$ cat src/rtl/appm_pkg.sv
`timescale 1ns / 1ps

package appm_pkg;

   // Sample and magnitude widths
   localparam int SAMPLE_W   = 16;
   localparam int MAG_W      = 16;

   // PCM scaling: times 32767, then shift right by 15
   localparam int PCM_SCALE  = 32767;
   localparam int PCM_SHIFT  = 15;

   // Control register port
   localparam int CSR_IDX_W  = 1;
   localparam int CSR_DATA_W = 14;
   localparam logic [CSR_DATA_W-1:0] WINDOW_RESET = 14'd4800;

   typedef enum logic [CSR_IDX_W-1:0] {
      CSR_INVERT_POLARITY = 1'b0,
      CSR_WINDOW_LENGTH   = 1'b1
   } csr_index_type;

   // Commands from the sequencer to the datapath
   typedef struct packed {
      logic accept;
      logic pop_head;
      logic pop_tail;
      logic push;
   } appm_cmd_type;

   // Status from the datapath to the sequencer
   typedef struct packed {
      logic empty;
      logic head_expired;
      logic tail_dominated;
      logic out_free;
   } appm_sts_type;

endpackage

$ cat src/rtl/appm_ctrl.sv
`timescale 1ns / 1ps

module appm_ctrl
   import appm_pkg::*;
(
   input  logic         clock,
   input  logic         reset,
   input  logic         req_valid,
   output logic         req_ready,
   input  appm_sts_type sts,
   output appm_cmd_type cmd
);

   typedef enum logic [1:0] {
      ST_IDLE,
      ST_FETCH,
      ST_CHECK
   } state_type;

   state_type state_ff, state_in;
   logic      ready_ff, ready_in;

   // Decode commands: accept when idle; in check, expire the head first, then trim the tail, then push.
   always_comb begin
      cmd = '0;
      unique case (state_ff)
         ST_IDLE: begin
            cmd.accept = req_valid;
         end
         ST_FETCH: begin
         end
         ST_CHECK: begin
            priority if (!sts.empty && sts.head_expired) begin
               cmd.pop_head = 1'b1;
            end else if (!sts.empty && sts.tail_dominated) begin
               cmd.pop_tail = 1'b1;
            end else if (sts.out_free) begin
               cmd.push = 1'b1;
            end
         end
         default: begin
         end
      endcase
   end

   always_comb begin
      state_in = state_ff;
      unique case (state_ff)
         ST_IDLE: begin
            if (req_valid) state_in = ST_FETCH;
         end
         ST_FETCH: begin
            state_in = ST_CHECK;
         end
         ST_CHECK: begin
            if (cmd.pop_head || cmd.pop_tail) state_in = ST_FETCH;
            else if (cmd.push)                state_in = ST_IDLE;
         end
         default: begin
            state_in = ST_IDLE;
         end
      endcase
      ready_in = (state_in == ST_IDLE);
   end

   always_ff @(posedge clock) begin
      if (reset) begin
         state_ff <= ST_IDLE;
         ready_ff <= 1'b1;
      end else begin
         state_ff <= state_in;
         ready_ff <= ready_in;
      end
   end

   assign req_ready = ready_ff;

endmodule

$ cat config.mk
export PLATFORM = sky130hd
export DESIGN_NAME = appm_ctrl
export DESIGN_NICKNAME = d
export VERILOG_FILES = /design/src/rtl/appm_pkg.sv /design/src/rtl/appm_ctrl.sv
export SDC_FILE = /design/constraint.sdc
export NUM_CORES = 1
export LEC_CHECK = 0
export ABC_CLOCK_PERIOD_IN_PS = 1200
export BUFFER_PORTS_ARGS = -buffer_cell sky130_fd_sc_hd__clkbuf_2
export CORE_AREA = 2 2 39 41
export CTS_BUF_LIST = sky130_fd_sc_hd__clkbuf_8
export DETAILED_ROUTE_END_ITERATION = 16
export DIE_AREA = 0 0 41 43
export HOLD_SLACK_MARGIN = 0.02
export PLACE_DENSITY = 0.44
export SYNTH_ARGS = -nofsm -noshare
export SYNTH_HDL_FRONTEND = slang
export SYNTH_SLANG_ARGS = --single-unit
$ cat constraint.sdc
create_clock -name clock -period 1.2 [get_ports clock]
set_input_delay 0.12 -clock clock [delete_from_list [all_inputs] [get_ports clock]]
set_output_delay 0.12 -clock clock [all_outputs]
set_load 0.01 [all_outputs]
Word-level counts from Yosys, hierarchy flattened
Cells that the tools add are included.
{ "totals": {"register_bits": 3, "input_bits": 7, "out_inout_bits": 5, "elab_cells": 21} }
{ "op_classes": {"eq_ne": 2, "muxes": 11, "n_reduce_logical": 6} }
{ "ops": {"columns": ["op", "n"], "rows": [
  ["2-bit 2-to-1 mux", 4],
  ["2-bit one-hot mux with 3 select lines", 1],
  ["1-bit 2-to-1 mux", 5],
  ["2-bit logical NOT", 2],
  ["3-bit 2-to-1 mux", 1],
  ["2-bit by 1-bit == test with 1-bit output (second input constant)", 1],
  ["2-bit == test (second input constant)", 1],
  ["1-bit logical AND", 2],
  ["1-bit logical NOT", 1],
  ["1-bit logical OR", 1]
]} }

Longest topological paths before layout
Gate-level depths: netlist (run 1).
{ "depth": {"ltp_word": 9, "mapped_depth": 2, "depth_no_buf": 2} }

Least setup slack after synthesis (run 1)
No wires, ideal clock.
{ "synth_timing": {"kind": "register -> output", "startpoint": "register state_ff[0]", "endpoint": "output port cmd[2] (netlist name)", "t_arrival_ns": 0.881, "required_time_ns": 1.080, "slack_ns": 0.199, "stages_incl_launch_ff": 3, "path_buffers": 0, "path_cell_list": "dfxtp_1 > nand2b_2 > nor3b_1"} }
{ "synth_rtl": {"columns": ["item", "line", "source"], "rows": [
  ["start, declared", "appm_ctrl.sv:20", "state_type state_ff, state_in;"],
  ["start signal, assigned", "appm_ctrl.sv:71", "state_ff <= state_in;"],
  ["end, declared", "appm_ctrl.sv:11", "output appm_cmd_type cmd"]
]} }

==> flow_metrics.tcl, run 1 <==
set metrics [dict create \
    numCtsBuffers 3 \
    gp_congestion 0.575 \
    critical_path.max_stage_delay_ns 0.31 \
    worst_pin_slew_ns 0.267 \
    grt_max_degree 9 \
    drc 0 \
    area_growth_pct 77.0 \
    powerDensity_nw_per_um2 1410 \
    ys_seq_area_frac 0.324 \
    clock.fmax_ghz 0.871 \
    crit_type "reg2out" \
    min_period_ns 1.15 \
    slowest_stage "dfxtp_2" \
    drv_cap 0 \
    first_pass_iters 1 \
    synth_area_leaders "dfxtp_1 (32%), nor3b_1 (12%), o41ai_2 (8.8%)" \
    cp_top_family "simple AND/OR/NAND/NOR gates" \
    tritoncts "yes" \
    finalHoldWorstSlack_ns 0.139 \
    placed_cells 46 \
    clk_pin_slew_ns 0.03 \
    hp-class "in2reg" \
    start_util 0.134 \
    p_leak_uw 0.000143 \
    fin_cells 50 \
    fin_crit_sh 0.957 \
    async_reset_ff_frac 0 \
    synth_compound_area_frac 0.257 \
    path_max_fanout 4 \
    antenna_found_initial 0 \
    design.core.area_um2 1380 \
    cp-start-kind "register" \
    yosys_warnings 0 \
    gr-total-overflow 0 \
    synth_edf_count 0 \
    die_area_um2 1760 \
    fp.dieW_um 41 \
    max-slew-margin-rel 0.819 \
    synth_seq_cells 3 \
    drt-initial-drc-count 0 \
    grt_pass1_wl_um 676 \
    crit_required_ns 1.08 \
    cts-resized-gates 2 \
    cts_hold_buf 0 \
    finalWirelength_um 424 \
    wl_per_cell_um 8.48 \
    netlist_area_um2 185 \
    cts_setup_buffers 0 \
    synth.top_cell.area_share 0.324 \
    synth_top_family_by_area "simple AND/OR/NAND/NOR gates" \
    synth_cell_types 14 \
    num_vias 203 \
    synth.largest_area_cell "dfxtp_1" \
    syn_area_per_cell_um2 10.3 \
    rows 14 \
    grt_pass1_vias 174 \
    peakVddDrop_v 0.000489 \
    hpwl_um 333 \
    antenna_cells 0 \
    slew_viol_final 0 \
    finalSetupViolations 0 \
    final-hold-violation-count 0 \
    yosys_most_used_dff "dfxtp_1" \
    syn_nets 25 \
    drive_gt1_frac 0.647 \
    finalClockSkew_ns 0.00123 \
    root_buffer "clkbuf_8" \
    synthMuxAreaShare 0 \
    status "complete, no violations" \
    cp_num_buf_inv 1 \
    fin_util 0.237 \
    synth_fa_ha_area_frac 0 \
    rsz0062_at_grt "true" \
    detail-route-antenna-nets 0 \
    worstPathArrival_ns 1.03 \
    ios 12 \
    clock-sinks 3 \
    clk_path_buf_depth 2 \
    path_cells "nand2b_4, nor4b_2, buf_2" \
    endpoint_kind "output port" \
    synth_commonest_cells "dfxtp_1 (3), nor3b_1 (3)" \
    insertion_delay_ns 0.21 \
    port_buffers 11 \
    die_h_um 43 \
    nFillCells 145 \
    syn_inst 18 \
    synth_xor_area_frac 0 \
    htree_levels 1 \
    viasPerCell 4.06 \
    fin_nets 42 \
    yosys.area_share.simple 0.419 \
    grt_usage 0.0611 \
]
==> logic make-up (layout without fill, tap and decap cells) <==
family	count (synthesis)	in the layout
AO/OA/AOI/OAI	5	5
buffers and inverters	0	16
flip-flops	3	3
AND/OR/NAND/NOR	10	10
==> layout make-up <==
type / count / area [um^2] / area share
Clock buffer: 3 / 41.3 / 0.126
Clock inverter: 1 / 3.75 / 0.0115
Multi-Input combinational cell: 15 / 135 / 0.412
Sequential cell: 3 / 65.1 / 0.198
Tap cell: 16 / 20.0 / 0.0611
Timing Repair Buffer: 12 / 62.6 / 0.191
==> registers in the layout (all words and copies together) (netlist names) <==
register / flops
req_ready: 1
state_ff: 2
==> cells in the final DEF (no fill, tap or decap), drive strengths merged, types with 2 or more instances in the layout <==
| cell type | synthesis | routed |
|---|---|---|
| clkbuf | 0 | 12 |
| nor3b | 3 | 3 |
| buf | 0 | 3 |
| dfxtp | 3 | 3 |
| nor4b | 2 | 2 |
==> report_power, final <==
| part | leakage (uW) | switching [uW] | internal [uW] | total [uW] |
|---|---|---|---|---|
| clock network | 0.0000269 | 61.4 | 217 | 279 |
| registers | 0.0000259 | 7.73 | 108 | 116 |
| logic | 0.0000906 | 30.0 | 36.4 | 66.5 |
==> metrics by stage <==
step	total power (uW)	setup TNS, ns	setup WS [ns]	instance area (um^2)
4_1_cts	469	0	0.00604	319
3_3_place_gp	181	0	0.133	268
5_1_grt	487	-0.0129	-0.0129	328
2_1_floorplan	149	0	0.199	185
6_report	461	0	0.0515	328
3_5_place_dp	180	0	0.128	268
==> routing by layer <==
layer / share of wire / vias up / GRT usage
li1: - / 106 / -
met1: 0.48 / 83 / 0.0669
met2: 0.34 / 14 / 0.0750
met3: 0.17 / 0 / 0.0681
met4: 0 / 0 / 0.0200
met5: 0 / - / 0
==> final timing paths <==
kind | from | slack, ns | depth (start not counted) | to
setup / recovery | state_ff[0] | 0.05 | 3 | cmd[1]
hold / removal | sts[0] | 0.14 | 2 | state_ff[1]
setup reg to reg | state_ff[0] | 0.21 | 3 | req_ready
hold reg to reg | state_ff[1] | 0.55 | 2 | req_ready
Power figures use the tool's default switching activity.
==> run 2: changes to the inputs <==
- ABC_CLOCK_PERIOD_IN_PS: 1200 -> 1500
- clock period: 1.2 -> 1.5 ns (I/O delays scaled with it)
==> run 2 against run 1 <==
  * Sequential share of layout area fell by 0.18 points
  * Critical path depth unchanged
  * Non-clock buffer count is 1 lower
  * Combinational power down 29%
  * First-iteration DRC count increased by 7
  * Clock power is 17% lower
  * Total power fell by 19%
  * Register-to-register slack better by 0.31 ns
  * Worst setup slack better by 0.12 ns
  * Via count stayed put
  * Largest cell class unchanged
  * Routed wire length is 17% higher
==> flow_metrics.tcl, run 2 (synthesis gave the netlist of run 1 again) <==
set metrics [dict create \
    powerDensity_nw_per_um2 1220 \
    path_cells "nand2b_2, nor4b_2, clkbuf_2" \
    finalClockSkew_ns 0.00548 \
    p_leak_uw 0.000131 \
    critical_path.max_stage_delay_ns 0.35 \
    clk_pin_slew_ns 0.03 \
    status "complete, no violations" \
    drv_cap 0 \
    area_growth_pct 64.9 \
    fin_crit_sh 0.887 \
    cp-start-kind "register" \
    clock-sinks 3 \
    final-hold-violation-count 0 \
    peakVddDrop_v 0.000356 \
    antenna_cells 0 \
    multi_input_area_um2 125 \
    tritoncts "yes" \
    path_max_fanout 7 \
    rows 14 \
    htree_levels 1 \
    gp_congestion 0.600 \
    clk_path_buf_depth 2 \
    tns_ns 0 \
    finalHoldWorstSlack_ns 0.185 \
    placed_area_um2 260 \
    cts_setup_buffers 0 \
    gr-total-overflow 0 \
    finalSetupViolations 0 \
    finalWirelength_um 494 \
    seqCellArea_um2 60.1 \
    insertion_delay_ns 0.22 \
    drt-initial-drc-count 7 \
    die_h_um 43 \
    crit_required_ns 1.35 \
    design.core.area_um2 1380 \
    antenna_found_initial 0 \
    drc 0 \
    layout_common_cells "clkbuf_2 (11), nor3b_1 (3), clkbuf_8 (3), dfxtp_1 (3)" \
    nFillCells 147 \
    largest_reg_flops 2 \
    root_buffer "clkbuf_8" \
    ios 12 \
    cts_hold_buf 0 \
    numCtsBuffers 3 \
    slowest_stage "dfxtp_1" \
    grt_pass1_vias 160 \
    min_period_ns 1.33 \
    grt_usage 0.0632 \
    max-slew-margin-rel 0.838 \
    hp-class "in2reg" \
    viasPerCell 4.14 \
    grt_pass1_wl_um 676 \
    endpoint_kind "output port" \
    mostFrequentLayoutCell "clkbuf_2" \
    crit_type "reg2out" \
    port_buffers 11 \
    clock.fmax_ghz 0.752 \
    power.total_uw 371 \
    drive_gt1_frac 0.545 \
    rsz0062_at_grt "false" \
    fin_nets 41 \
    hpwl_um 365 \
    worstPathArrival_ns 1.18 \
    wl_per_cell_um 10.1 \
    first_pass_iters 3 \
    die_area_um2 1760 \
    slew_viol_final 0 \
    start_util 0.134 \
    fp.dieW_um 41 \
    design_area_um2 305 \
    worst_pin_slew_ns 0.239 \
    cts-resized-gates 0 \
    grt_max_degree 9 \
    num_vias 203 \
    detail-route-antenna-nets 0 \
    top_register "state_ff" \
]
run 2: power by group:
part           total (uW)  internal, uW  switching [uW]
logic                47.1          24.2            22.9
registers            93.6          86.7            6.87
clock network         231           174            56.3
total                 371           285            86.0
run 2: final timing paths:
kind / start / endpoint / cells past startpoint / slack, ns
worst max-delay path: state_ff[0] / cmd[1] / 3 / 0.17
worst min-delay path: sts[0] / state_ff[1] / 2 / 0.18
worst max register to register: state_ff[0] / state_ff[1] / 2 / 0.52
worst min register to register: state_ff[1] / req_ready / 2 / 0.57
run 2: metal layers:
metal | track usage | up-vias | wire length [um]
met5 | 0 | - | 0
met1 | 0.0769 | 87 | 240
met4 | 0.0200 | 0 | 0
met2 | 0.0656 | 14 | 173
met3 | 0.0785 | 0 | 79
li1 | - | 102 | -
run 2: per-stage QoR:
| stage | cells | util | setup slack, ns |
|---|---|---|---|
| 2_1_floorplan | 18 | - | 0.469 |
| 3_3_place_gp | 45 | 0.188 | 0.406 |
| 5_1_grt | 49 | 0.221 | 0.0874 |
| 4_1_cts | 49 | 0.221 | 0.157 |
| 3_5_place_dp | 45 | 0.188 | 0.395 |
| 6_report | 49 | 0.221 | 0.170 |
run 2: layout make-up:
cell class	instances	area share
multi-input combinational	15	0.410
clock buffer	3	0.135
sequential	3	0.197
timing repair buffer	11	0.180
clock inverter	1	0.0123
tap	16	0.0656
run 2: critical path: cells and delay by family, from the launching register on:
kind	cells	cell delay [ns]
buffers and inverters	1	0.16
and+or+nand+nor	2	0.45
DFF	1	0.35
